$ cat src/rtl/sbfd_pkg.sv
`timescale 1ns / 1ps
// ----------------------------------------------------------------------------
// sbfd_pkg
// Shared types and constants for the sync byte frame deframer.
// ----------------------------------------------------------------------------
package sbfd_pkg;

  // Configuration register indexes.
  localparam int unsigned CFG_ADDR_W = 2;
  localparam logic [CFG_ADDR_W-1:0] CFG_SYNC_VALUE   = 2'd0;
  localparam logic [CFG_ADDR_W-1:0] CFG_MAX_PAYLOAD  = 2'd1;
  localparam int unsigned CFG_DATA_W = 16;

  // Register reset values.
  localparam logic [7:0]  SYNC_RESET    = 8'hA5;
  localparam logic [15:0] MAX_LEN_RESET = 16'd1400;

  // Header layout: type, flags, two length bytes, two sequence bytes, checksum.
  localparam int unsigned HDR_FIELD_BYTES = 1 + 1 + 2 + 2;
  localparam logic [2:0]  HDR_TYPE     = 3'd0;
  localparam logic [2:0]  HDR_FLAGS    = 3'd1;
  localparam logic [2:0]  HDR_LEN_HI   = 3'd2;
  localparam logic [2:0]  HDR_LEN_LO   = 3'd3;
  localparam logic [2:0]  HDR_SEQ_HI   = 3'd4;
  localparam logic [2:0]  HDR_SEQ_LO   = 3'd5;
  localparam logic [2:0]  HDR_CHECKSUM = 3'(HDR_FIELD_BYTES);

  // Parser phase.
  typedef enum logic [1:0] {
    PH_HUNT    = 2'd0,
    PH_HEADER  = 2'd1,
    PH_PAYLOAD = 2'd2
  } phase_t;

  // One result beat.
  typedef struct packed {
    logic        payload_valid;
    logic [7:0]  payload_byte;
    logic [15:0] byte_index;
    logic        frame_done;
    logic        checksum_ok;
    logic        length_error;
    logic [7:0]  frame_type;
    logic [7:0]  frame_flags;
    logic [15:0] frame_seq;
    logic [15:0] frame_length;
  } result_t;

endpackage

$ cat src/rtl/sync_byte_frame_deframer.sv
`timescale 1ns / 1ps
// Path: an accepted byte waits in the input register, is parsed from there, and
// its result beat goes into the result register, which holds it until taken.
// Throughput: one byte per cycle while result beats are taken; a stalled
// result register holds back the input.
// Reset: synchronous, active low; the parser hunts for sync, registers return
// to sync 0xA5 and length limit 1400, both stages empty.
// ----------------------------------------------------------------------------
// sync_byte_frame_deframer
// Sync-byte framed deframer with header parsing and an 8-bit sum check.
// ----------------------------------------------------------------------------
module sync_byte_frame_deframer import sbfd_pkg::*; (
  input  logic                  clk,
  input  logic                  rst_n,
  input  logic                  cfg_we,
  input  logic [CFG_ADDR_W-1:0] cfg_addr,
  input  logic [CFG_DATA_W-1:0] cfg_wdata,
  input  logic                  in_valid,
  output logic                  in_ready,
  input  logic [7:0]            in_rx_byte,
  output logic                  out_valid,
  input  logic                  out_ready,
  output logic                  out_payload_valid,
  output logic [7:0]            out_payload_byte,
  output logic [15:0]           out_byte_index,
  output logic                  out_frame_done,
  output logic                  out_checksum_ok,
  output logic                  out_length_error,
  output logic [7:0]            out_frame_type,
  output logic [7:0]            out_frame_flags,
  output logic [15:0]           out_frame_seq,
  output logic [15:0]           out_frame_length
);

  logic [7:0]  sync_value_r;
  logic [15:0] max_len_r;
  logic        in_valid_r;
  logic [7:0]  in_byte_r;
  logic        can_load;
  logic        step_en;
  result_t     step_result;
  result_t     out_result;

  // Configuration registers.
  always_ff @(posedge clk) begin
    if (!rst_n) begin
      sync_value_r <= SYNC_RESET;
      max_len_r    <= MAX_LEN_RESET;
    end else if (cfg_we) begin
      case (cfg_addr)
        CFG_SYNC_VALUE:  sync_value_r <= cfg_wdata[7:0];
        CFG_MAX_PAYLOAD: max_len_r    <= cfg_wdata[15:0];
        default: ;
      endcase
    end
  end

  // Input register; a held byte moves into the parser when the result
  // register can take its beat.
  assign step_en  = in_valid_r && can_load;
  assign in_ready = !in_valid_r || can_load;

  always_ff @(posedge clk) begin
    if (!rst_n) begin
      in_valid_r <= 1'b0;
    end else if (in_ready) begin
      in_valid_r <= in_valid;
    end
  end

  always_ff @(posedge clk) begin
    if (in_ready && in_valid) begin
      in_byte_r <= in_rx_byte;
    end
  end

  sbfd_parser u_parser (
    .clk             (clk),
    .rst_n           (rst_n),
    .step_en         (step_en),
    .rx_byte         (in_byte_r),
    .sync_value      (sync_value_r),
    .max_payload_len (max_len_r),
    .result          (step_result)
  );

  sbfd_out_stage u_out (
    .clk        (clk),
    .rst_n      (rst_n),
    .load       (step_en),
    .result_in  (step_result),
    .out_ready  (out_ready),
    .out_valid  (out_valid),
    .can_load   (can_load),
    .result_out (out_result)
  );

  assign out_payload_valid = out_result.payload_valid;
  assign out_payload_byte  = out_result.payload_byte;
  assign out_byte_index    = out_result.byte_index;
  assign out_frame_done    = out_result.frame_done;
  assign out_checksum_ok   = out_result.checksum_ok;
  assign out_length_error  = out_result.length_error;
  assign out_frame_type    = out_result.frame_type;
  assign out_frame_flags   = out_result.frame_flags;
  assign out_frame_seq     = out_result.frame_seq;
  assign out_frame_length  = out_result.frame_length;

  // A checksum verdict only comes with a finished frame.
  a_ok_needs_done: assert property (@(posedge clk) disable iff (!rst_n)
    out_valid && out_checksum_ok |-> out_frame_done)
    else $error("checksum_ok without frame_done");

  // A rejected header never carries payload or completes a frame.
  a_lerr_alone: assert property (@(posedge clk) disable iff (!rst_n)
    out_valid && out_length_error |-> !out_payload_valid && !out_frame_done)
    else $error("length_error together with payload or frame_done");

  // Payload index always stays inside the header length.
  a_index_in_range: assert property (@(posedge clk) disable iff (!rst_n)
    out_valid && out_payload_valid |-> out_byte_index < out_frame_length)
    else $error("payload index beyond frame length");

  // A beat waiting at the output is never overwritten.
  a_no_overwrite: assert property (@(posedge clk) disable iff (!rst_n)
    out_valid && !out_ready |=> out_valid && $stable(out_byte_index))
    else $error("stalled result beat changed");

endmodule

$ cat src/rtl/sbfd_parser.sv
`timescale 1ns / 1ps
// ----------------------------------------------------------------------------
// sbfd_parser
// Frame parser state and the per-byte update that produces one result beat.
// ----------------------------------------------------------------------------
module sbfd_parser import sbfd_pkg::*; (
  input  logic        clk,
  input  logic        rst_n,
  input  logic        step_en,
  input  logic [7:0]  rx_byte,
  input  logic [7:0]  sync_value,
  input  logic [15:0] max_payload_len,
  output result_t     result
);

  phase_t      phase_r, phase_nxt;
  logic [2:0]  hcnt_r, hcnt_nxt;
  logic [7:0]  type_r, type_nxt;
  logic [7:0]  flags_r, flags_nxt;
  logic [15:0] len_r, len_nxt;
  logic [15:0] seq_r, seq_nxt;
  logic [7:0]  rsum_r, rsum_nxt;
  logic [7:0]  sum_r, sum_nxt;
  logic [15:0] pcnt_r, pcnt_nxt;

  // Parser state, advanced once per byte taken.
  always_ff @(posedge clk) begin
    if (!rst_n) begin
      phase_r <= PH_HUNT;
      hcnt_r  <= '0;
      type_r  <= '0;
      flags_r <= '0;
      len_r   <= '0;
      seq_r   <= '0;
      rsum_r  <= '0;
      sum_r   <= '0;
      pcnt_r  <= '0;
    end else if (step_en) begin
      phase_r <= phase_nxt;
      hcnt_r  <= hcnt_nxt;
      type_r  <= type_nxt;
      flags_r <= flags_nxt;
      len_r   <= len_nxt;
      seq_r   <= seq_nxt;
      rsum_r  <= rsum_nxt;
      sum_r   <= sum_nxt;
      pcnt_r  <= pcnt_nxt;
    end
  end

  // Next state and the result for the current byte.
  always_comb begin
    phase_nxt = phase_r;
    hcnt_nxt  = hcnt_r;
    type_nxt  = type_r;
    flags_nxt = flags_r;
    len_nxt   = len_r;
    seq_nxt   = seq_r;
    rsum_nxt  = rsum_r;
    sum_nxt   = sum_r;
    pcnt_nxt  = pcnt_r;
    result    = '0;

    case (phase_r)
      PH_HEADER: begin
        if (hcnt_r < HDR_CHECKSUM) begin
          sum_nxt = sum_r + rx_byte;
        end
        case (hcnt_r)
          HDR_TYPE:   type_nxt  = rx_byte;
          HDR_FLAGS:  flags_nxt = rx_byte;
          HDR_LEN_HI: len_nxt   = {rx_byte, len_r[7:0]};
          HDR_LEN_LO: len_nxt   = {len_r[15:8], rx_byte};
          HDR_SEQ_HI: seq_nxt   = {rx_byte, seq_r[7:0]};
          HDR_SEQ_LO: seq_nxt   = {seq_r[15:8], rx_byte};
          default:    rsum_nxt  = rx_byte;
        endcase
        hcnt_nxt = hcnt_r + 3'd1;
        // The checksum byte closes the header.
        if (hcnt_r >= HDR_CHECKSUM) begin
          hcnt_nxt = '0;
          pcnt_nxt = '0;
          if (len_nxt > max_payload_len) begin
            result.length_error = 1'b1;
            phase_nxt = PH_HUNT;
          end else if (len_nxt == 16'd0) begin
            result.frame_done  = 1'b1;
            result.checksum_ok = (sum_nxt == rsum_nxt);
            phase_nxt = PH_HUNT;
          end else begin
            phase_nxt = PH_PAYLOAD;
          end
        end
      end
      PH_PAYLOAD: begin
        result.payload_valid = 1'b1;
        result.payload_byte  = rx_byte;
        result.byte_index    = pcnt_r;
        sum_nxt  = sum_r + rx_byte;
        pcnt_nxt = pcnt_r + 16'd1;
        if (pcnt_nxt >= len_r) begin
          result.frame_done  = 1'b1;
          result.checksum_ok = (sum_nxt == rsum_r);
          phase_nxt = PH_HUNT;
          pcnt_nxt  = '0;
        end
      end
      default: begin
        // Hunting; an unused phase code hunts too.
        phase_nxt = PH_HUNT;
        if (rx_byte == sync_value) begin
          phase_nxt = PH_HEADER;
          hcnt_nxt  = '0;
          sum_nxt   = '0;
        end
      end
    endcase

    result.frame_type   = type_nxt;
    result.frame_flags  = flags_nxt;
    result.frame_seq    = seq_nxt;
    result.frame_length = len_nxt;
  end

endmodule

$ cat src/rtl/sbfd_out_stage.sv
`timescale 1ns / 1ps
// ----------------------------------------------------------------------------
// sbfd_out_stage
// Result register with valid/ready handshake toward the consumer.
// ----------------------------------------------------------------------------
module sbfd_out_stage import sbfd_pkg::*; (
  input  logic    clk,
  input  logic    rst_n,
  input  logic    load,
  input  result_t result_in,
  input  logic    out_ready,
  output logic    out_valid,
  output logic    can_load,
  output result_t result_out
);

  logic    valid_r;
  result_t data_r;

  // The register frees up when empty or when its beat is taken this cycle.
  assign can_load   = !valid_r || out_ready;
  assign out_valid  = valid_r;
  assign result_out = data_r;

  always_ff @(posedge clk) begin
    if (!rst_n) begin
      valid_r <= 1'b0;
    end else if (load) begin
      valid_r <= 1'b1;
    end else if (out_ready) begin
      valid_r <= 1'b0;
    end
  end

  always_ff @(posedge clk) begin
    if (load) begin
      data_r <= result_in;
    end
  end

endmodule

$ cat config.mk
export PLATFORM = sky130hd
export DESIGN_NAME = sync_byte_frame_deframer
export DESIGN_NICKNAME = d
export VERILOG_FILES = /design/src/rtl/sbfd_pkg.sv /design/src/rtl/sync_byte_frame_deframer.sv /design/src/rtl/sbfd_parser.sv /design/src/rtl/sbfd_out_stage.sv
export SDC_FILE = /design/constraint.sdc
export NUM_CORES = 1
export LEC_CHECK = 0
export BUFFER_PORTS_ARGS = -buffer_cell sky130_fd_sc_hd__buf_2
export CAP_MARGIN = 20
export CORE_ASPECT_RATIO = 1.75
export CORE_MARGIN = 3
export CORE_UTILIZATION = 35
export DETAILED_ROUTE_END_ITERATION = 6
export GPL_TIMING_DRIVEN = 0
export PLACE_DENSITY_LB_ADDON = 0.3
export SYNTH_ARGS = -nofsm -noshare
export SYNTH_HDL_FRONTEND = slang
export SYNTH_HIERARCHICAL = 1
export SYNTH_SLANG_ARGS = --single-unit
export TNS_END_PERCENT = 100
$ cat constraint.sdc
create_clock -name clk -period 3.3 [get_ports clk]
set_input_delay 0.165 -clock clk [delete_from_list [all_inputs] [get_ports clk]]
set_output_delay 0.165 -clock clk [all_outputs]
set_load 0.005 [all_outputs]
* After elaboration in Yosys (flattened, before gate mapping) *
Index checks and enable logic that the tools add are counted.

cells by class
  $add $sub $neg = 3
  mux-type cells = 36
  equality and inequality tests = 13
  reduce and logical (&&, ||, !) cells = 22
  order comparisons = 4
  bitwise logic cells = 1

operator list
  kind                                                                     count
  16-bit case mux with 2 select lines                                      3
  16-bit two-way mux                                                       5
  8-bit two-way mux                                                        9
  25-bit two-way mux                                                       1
  8-bit equality test                                                      3
  16-bit by 1-bit adder with 16-bit output, second input constant          1
  16-bit >= comparator                                                     1
  16-bit > comparator                                                      1
  16-bit zero test                                                         1
  8-bit case mux with 2 select lines                                       1
  2-bit two-way mux                                                        7
  2-bit AND reduction                                                      5
  3-bit two-way mux                                                        3
  3-bit AND reduction                                                      3
  8-bit adder                                                              1
  2-bit case mux with 2 select lines                                       2
  3-bit by 2-bit equality test with 1-bit output, second input constant    2
  3-bit equality test, second input constant                               2
  3-bit case mux with 2 select lines                                       1
  2-bit nonzero test                                                       3
  6-bit OR reduction                                                       1
  2-bit by 1-bit equality test with 1-bit output, second input constant    2
  1-bit two-way mux                                                        4
  2-bit by 1-bit inequality test with 1-bit output, second input constant  2
  12 further kinds                                                         15

word-level totals
  word-level logic and storage cells = 103
  register bits after elaboration = 195

* Logic depth before layout (Yosys ltp) *
Gate-level depths: netlist of the first run.

  depth in word-level cells = 9
  gate-level depth with buffers = 18
  gate-level depth less buffers = 15

* Cells and area by module *
Netlist of the first run, hierarchy kept.

modules (own cells, without submodules)
  module                    instances  area an instance (sq um)  cells an instance  sequential area each (sq um)
  sbfd_parser               1          6623.9                    831                1701.6
  sbfd_out_stage            1          2331.0                    80                 2302.2
  sync_byte_frame_deframer  1          1322.5                    120                740.7

* Least setup slack after synthesis of the first run *
OpenSTA, ideal clock, no wires.

  path kind = register to register
  start = register u_out.valid_r (netlist: u_out/out_valid)
  end = register u_parser.rsum_r[7]
  buffers on the path = 3
  library setup time = 0.076 ns
  slack = -0.330 ns
  cell stages (with the launch flop) = 10
  arrival time = 3.555 ns
  data required time = 3.224 ns
  cell sequence = dfxtp_1 > nand2b_4 > and2_1 > clkbuf_1 > and2_1 > clkbuf_1 > and2_1 > clkbuf_1 > nand2_1 > a21boi_0

between the ends
  cells in the longest elaborated chain, start to end = 4

ends and longest elaborated chain
  what                           line                            source
  start, declared                sbfd_out_stage.sv:17            logic valid_r;
  start signal, assigned         sbfd_out_stage.sv:27            valid_r <= 1'b0;
  start signal, assigned         sbfd_out_stage.sv:29            valid_r <= 1'b1;
  start signal, assigned         sbfd_out_stage.sv:31            valid_r <= 1'b0;
  1-bit zero test                sbfd_out_stage.sv:21            assign can_load = !valid_r || out_ready;
  1-bit logical OR               sbfd_out_stage.sv:21
  via can_load                   sync_byte_frame_deframer.sv:39  logic can_load;
  1-bit logical AND              sync_byte_frame_deframer.sv:60  assign step_en = in_valid_r && can_load;
  via step_en                    sync_byte_frame_deframer.sv:40  logic step_en;
  2-bit AND reduction (no line)  --
  end signal, assigned           sbfd_parser.sv:45               rsum_r <= rsum_nxt;
  end, declared                  sbfd_parser.sv:22               logic [7:0] rsum_r, rsum_nxt;

The timed path passes the listed nets, and every way through them passes these cells.
A chain may end at the register's enable or synchronous reset.

==> impl_metrics.env, run 1 <==
export IMPL_netSwitchingPower_w=0.00121
export IMPL_vias=8214
export IMPL_crit_top_cell="a2111o_1"
export IMPL_antenna_found_initial=0
export IMPL_yosys_warnings=6
export IMPL_syn2layout_area_growth_pct=22.5
export IMPL_grt_pass1_vias=7974
export IMPL_yosysMostFrequentCell="dfxtp_1"
export IMPL_fillers=2774
export IMPL_drt_iter0_drc=459
export IMPL_max_cap_viol_count=0
export IMPL_synthTopCellsByArea="edfxtp_1 25%, dfxtp_1 22%, mux2i_1 6.1%"
export IMPL_ys_ff_latch=195
export IMPL_clock_latency_ns=0.45
export IMPL_regArea_um2=4760
export IMPL_end_kind="register"
export IMPL_hold_viol=0
export IMPL_worst_slew_pin_slew_ns=1.00
export IMPL_drv_slew=0
export IMPL_num_antenna_cells=0
export IMPL_synth_edf_count=84
export IMPL_synthCells=1031
export IMPL_crit_chain="buf_6, inv_1, fa_1, nand2b_1, a21oi_4, o2111ai_1, nor3b_2, xor2_1, a2111o_1, a2111o_1, nand2_2"
export IMPL_ctsLongestPathBuffers=2
export IMPL_tns_ns=0
export IMPL_die_y_um=233
export IMPL_drc=0
export IMPL_fin_crit_ns=3.24
export IMPL_fin_skew_ns=0.0114
export IMPL_p_leak_nw=5.19
export IMPL_hpwl_mm=20.2
export IMPL_cts_root_buf="clkbuf_16"
export IMPL_nNetsFinal=1279
export IMPL_cts_sinks=195
export IMPL_place_area_um2=11300
export IMPL_fin_crit_sh_pct=98.1
export IMPL_p_int_w=0.00387
export IMPL_cts_buffers_inserted=17
export IMPL_path_buf_inv=2
export IMPL_crit_slowest_cell="fa_1"
export IMPL_worstPathRequired_ns=3.61
export IMPL_ios=109
export IMPL_slew_headroom_pct=33.0
export IMPL_grt_pass1_wl_mm=42.7
export IMPL_synth_top_area_share_pct=24.5
export IMPL_async_flop_share_pct=0
export IMPL_start_util_pct=35.6
export IMPL_routed_wl_mm=28.0
export IMPL_port_buffers=108
export IMPL_clockPowerShare_pct=42.4
export IMPL_utilization_pct=43.7
export IMPL_ant_nets=0
export IMPL_vias_per_cell=5.16
export IMPL_p_sw_share_pct=23.9
export IMPL_power_frac_seq_pct=50.9
export IMPL_syn_nets=1110
export IMPL_dp_cells=1518
export IMPL_hp_class="input port to register"
export IMPL_stdcell_area_um2=12600
export IMPL_ys_types=72
export IMPL_grt_usage_pct=17.7
export IMPL_power_w=0.00508
export IMPL_stdcell_count=1591
export IMPL_cts_tree="yes"
export IMPL_worst_path_largest_cell_delay_ns=0.50
export IMPL_multi_input_area_um2=5170
export IMPL_synth_area_leader_cell="edfxtp_1"
export IMPL_wl_per_cell_um=17.6
export IMPL_rrSetupSlack_ns=0.06
export IMPL_vdd_drop_max_mv=0.351
export IMPL_dr_pass1_iters=5
export IMPL_setup_viol=0
export IMPL_die_width_um=136
export IMPL_start_kind="register"
export IMPL_p_per_area_nw_per_um2=403
export IMPL_htreeDepth=4
export IMPL_gp_congestion=0.908
export IMPL_avgSynthCellArea_um2=9.97
export IMPL_fmax_mhz=309
export IMPL_mappedNetlistArea_um2=10300
export IMPL_cp_max_fo=9
export IMPL_fp_coreArea_um2=28800
export IMPL_clk_pin_slew_ns=0.07
export IMPL_grt_remaining_overflow=0
export IMPL_comb_power_share_pct=6.7
export IMPL_path_class="register to register"
export IMPL_synth_seq_area_share_pct=46.2
export IMPL_cpLargestDelayFamily="compound AO/OA/AOI/OAI gates"
export IMPL_core_rowCount=82
export IMPL_cp_arrival_ns=3.55
export IMPL_grt_max_degree=63
export IMPL_synthTopCellsByCount="111 x dfxtp_1, 94 x nand2_1, 84 x edfxtp_1, 74 x inv_1, 63 x mux2i_1"
export IMPL_ys_flop_type="dfxtp_1"
export IMPL_status="finished clean"
export IMPL_fp_dieArea_um2=31500
export IMPL_drive_gt1_share_pct=20.9
[flip-flops by register name (all words and copies together) (netlist names)]
| register | cells |
|---|---|
| in_byte_r | 8 |
| u_parser/sum_r | 8 |
| u_parser/len_r | 16 |
| u_parser/hcnt_r | 3 |
| in_valid_r | 1 |
| u_parser/rsum_r | 8 |
| u_out/result_out | 76 |
| u_parser/flags_r | 8 |
| u_parser/seq_r | 16 |
| u_out/out_valid | 1 |
| u_parser/pcnt_r | 16 |
| u_parser/phase_r | 2 |
| u_parser/type_r | 8 |
| max_len_r | 16 |
| sync_value_r | 8 |
[worst reg2reg max path: stages (launching register included)]
cell,delay (ns)
edfxtp_1,0.39
buf_6,0.20
inv_1,0.16
fa_1,0.50
nand2b_1,0.23
a21oi_4,0.26
o2111ai_1,0.17
nor3b_2,0.23
xor2_1,0.17
a2111o_1,0.35
a2111o_1,0.36
nand2_2,0.09
[metal layers]
metal  track usage, %  routed length, µm  vias to the layer above
met5                0                  0                        -
met4             10.1               1540                        0
met3             3.33               1180                       89
met2             32.0              14500                      258
met1             19.1              10800                     3870
li1                 -                  -                     3997
[layout by cell type, fill, tap and decap left out, types with 11 or more instances in the layout]
master         netlist  final
buf_2                8    114
dfxtp_1            111    104
nand2_1             94     91
edfxtp_1            84     84
inv_1               74     72
mux2i_1             63     63
nor2b_1             56     55
nor2_1              53     51
ha_1                47     44
a21oi_1             46     40
clkbuf_1            45     36
and2_1              30     28
dlygate4sd3_1        0     24
xnor2_1             26     24
buf_4                3     23
o21ai_0             24     23
a22oi_1             30     21
clkbuf_16            0     17
o211a_1             17     17
a22o_1              16     16
mux2_2              13     13
nand3_1             15     13
nand4_1             13     13
nand2b_1            11     11
a21boi_0            11     11
[cells by family after synthesis]
kind of cell / after synthesis / share of synthesized area, %
XOR/XNOR: 38 / 3.41
buffers and inverters: 142 / 5.76
multiplexers: 76 / 7.56
AO/OA/AOI/OAI: 212 / 14.9
adder cells (fa/ha/maj): 48 / 5.92
AND/OR/NAND/NOR: 320 / 16.3
flip-flops: 195 / 46.2
[cell type report]
| cell class | instances | area share (%) |
|---|---|---|
| Inverter | 74 | 2.23 |
| Timing Repair Buffer | 152 | 7.55 |
| Multi-Input combinational cell | 695 | 41.1 |
| Clock buffer | 18 | 3.41 |
| Sequential cell | 195 | 37.8 |
| Buffer | 65 | 2.66 |
| Clock inverter | 14 | 1.49 |
| Tap cell | 378 | 3.76 |
[power by group through the flow]
stage          sequential (W)  clock, W  combinational (W)
6_report              0.00259   0.00215           0.000339
5_1_grt               0.00259   0.00232           0.000370
4_1_cts               0.00259   0.00222           0.000342
3_5_place_dp          0.00265         0           0.000316
3_3_place_gp          0.00265         0           0.000309
2_1_floorplan         0.00264         0           0.000178
[metrics by stage]
stage	worst slack [ns]	hold slack [ns]
6_report	0.0614	0.0584
5_1_grt	-0.0272	0.0420
4_1_cts	-0.0181	0.0402
3_5_place_dp	-0.702	0.347
3_3_place_gp	-0.665	0.358
2_1_floorplan	0.0122	0.264
[final timing paths]
| path | depth (start not counted) | startpoint | endpoint |
|---|---|---|---|
| max reg2reg | 11 | in_byte_r[1] | u_out/result_out[49] |
| max | 11 | in_byte_r[1] | u_out/result_out[49] |
| min reg2reg | 2 | max_len_r[9] | max_len_r[9] |
| min | 2 | rst_n | u_out/out_valid |
[what timing repair did]
action                     CTS  global route
resized for setup           48            30
setup endpoints to repair   22            11
hold endpoints to repair    26             0
cloned                       0             1
setup buffers                4            15
pin swaps                    4            12
hold buffers                24             0
Note: power is estimated with default switching activity, not from simulation.
==> run 2, diff against run 1 <==
- PLACE_DENSITY: unset -> 0.62
- PLACE_DENSITY_LB_ADDON: 0.3 -> unset
==> run 2 against run 1 <==
Net effect:
- routed wire length decreased by 0.53%
- count of clock-buffer cells in the layout unchanged
- highest routed layer unchanged
- maximum frequency increased by 0.88%
- clock skew increased by 0.00087 ns
==> impl_metrics.env, run 2 (synthesis gave the netlist of run 1 again) <==
export IMPL_status="finished clean"
export IMPL_clk_pin_slew_ns=0.07
export IMPL_antenna_found_initial=0
export IMPL_die_y_um=233
export IMPL_drc=0
export IMPL_cts_tree="yes"
export IMPL_regArea_um2=4770
export IMPL_grt_pass1_vias=7891
export IMPL_gp_congestion=0.892
export IMPL_power_w=0.00496
export IMPL_fin_crit_sh_pct=97.3
export IMPL_fp_coreArea_um2=28800
export IMPL_power_frac_seq_pct=52.1
export IMPL_ios=109
export IMPL_vias=8138
export IMPL_cp_max_fo=7
export IMPL_slew_headroom_pct=43.6
export IMPL_netSwitchingPower_w=0.00119
export IMPL_end_kind="register"
export IMPL_clock_latency_ns=0.45
export IMPL_rsz0062_at_grt="true"
export IMPL_ff2ff_path_depth=16
export IMPL_fin_crit_ns=3.21
export IMPL_cts_sinks=195
export IMPL_htreeDepth=4
export IMPL_setup_viol=0
export IMPL_nNetsFinal=1285
export IMPL_routed_wl_mm=27.8
export IMPL_wl_per_cell_um=17.4
export IMPL_tns_ns=0
export IMPL_cp_num_cells=16
export IMPL_drt_iter0_drc=441
export IMPL_cts_buffers_inserted=17
export IMPL_crit_slowest_cell="a2111o_1"
export IMPL_syn2layout_area_growth_pct=23.0
export IMPL_worst_path_largest_cell_delay_ns=0.41
export IMPL_grt_max_degree=54
export IMPL_ctsLongestPathBuffers=2
export IMPL_layout_common_cells="115 x buf_2, 104 x dfxtp_1, 91 x nand2_1"
export IMPL_fillers=2804
export IMPL_vias_per_cell=5.10
export IMPL_port_buffers=108
export IMPL_die_width_um=136
export IMPL_num_antenna_cells=0
export IMPL_p_sw_share_pct=24.0
export IMPL_ant_nets=0
export IMPL_max_cap_viol_count=0
export IMPL_cts_root_buf="clkbuf_16"
export IMPL_fmax_mhz=311
export IMPL_worst_slew_pin_slew_ns=0.838
export IMPL_dr_pass1_iters=5
export IMPL_core_rowCount=82
export IMPL_path_class="register to register"
export IMPL_grt_remaining_overflow=0
export IMPL_grt_usage_pct=17.7
export IMPL_mostFrequentLayoutCell="buf_2"
export IMPL_clockPowerShare_pct=41.0
export IMPL_fin_skew_ns=0.0123
export IMPL_grt_pass1_wl_mm=42.9
export IMPL_p_leak_nw=5.20
export IMPL_hp_class="input port to register"
export IMPL_p_int_w=0.00377
export IMPL_drive_gt1_share_pct=21.5
export IMPL_start_util_pct=35.6
export IMPL_fp_dieArea_um2=31500
export IMPL_crit_chain="inv_4, ha_4, nor2b_4, nand2_8, buf_6, a22oi_2, inv_1, ha_1, and3_1, nand4_1, o21ai_1, a211oi_1, a21o_1, nand4_1, a2111o_1, nand2_2"
export IMPL_drv_slew=0
export IMPL_largest_reg_flops=76
export IMPL_crit_top_cell="nand4_1"
export IMPL_worstPathRequired_ns=3.61
export IMPL_cp_arrival_ns=3.52
export IMPL_comb_power_share_pct=6.9
export IMPL_p_per_area_nw_per_um2=393
export IMPL_vdd_drop_max_mv=0.369
export IMPL_path_buf_inv=3
export IMPL_rrSetupSlack_ns=0.09
export IMPL_start_kind="register"
export IMPL_hpwl_mm=20.3
export IMPL_hold_viol=0
export IMPL_hold_depth=2
export IMPL_cpLargestDelayFamily="compound AO/OA/AOI/OAI gates"
export IMPL_multi_input_area_um2=5180
run 2: metal layers:
metal  track usage, %  share of wire (%)  vias to the layer above
met3             2.55                3.5                       73
met4             10.6                5.4                        0
met5                0                  0                        -
met1             19.4                 38                     3843
li1                 -                  -                     4008
met2             32.1                 53                      214
run 2: area by class of cell:
cell class	count	area share (%)
buffer	64	2.69
inverter	74	2.26
multi-input combinational	694	41.0
tap	378	3.74
timing repair buffer	160	8.06
sequential	195	37.7
clock buffer	18	3.40
clock inverter	14	1.12
run 2: power by group through the flow:
stage | Sequential (W) | Clock [W] | Combinational, W
after floorplan | 0.00264 | 0 | 0.000178
after global placement | 0.00265 | 0 | 0.000307
after detailed placement | 0.00264 | 0 | 0.000316
after CTS | 0.00259 | 0.00210 | 0.000342
after global routing | 0.00259 | 0.00219 | 0.000374
final | 0.00258 | 0.00204 | 0.000342
run 2: final timing paths:
path                                          from                   end
worst max-delay path            u_parser/hcnt_r[0]  u_out/result_out[49]
worst min register to register       max_len_r[13]         max_len_r[13]
worst max register to register  u_parser/hcnt_r[0]  u_out/result_out[49]
worst min-delay path                         rst_n       u_out/out_valid
run 2: timing repair:
| action | 4_1_cts | 5_1_grt |
|---|---|---|
| pin swaps | 2 | 19 |
| endpoints found under the hold margin | 26 | 0 |
| resized for setup | 42 | 55 |
| setup endpoints to repair | 22 | 19 |
| setup buffers | 2 | 25 |
| hold buffers | 24 | 0 |
run 2: stage by stage:
step	worst slack, ns	instances	instance area [µm²]	utilization [%]	hold slack [ns]
3_3_place_gp	-0.693	1517	11300	39.2	0.344
6_report	0.0897	1597	12600	43.8	0.0680
5_1_grt	-0.0609	1597	12600	43.8	0.0567
2_1_floorplan	0.0122	1031	10300	-	0.264
3_5_place_dp	-0.684	1518	11300	39.3	0.344
4_1_cts	0.0141	1574	12300	42.5	0.0455
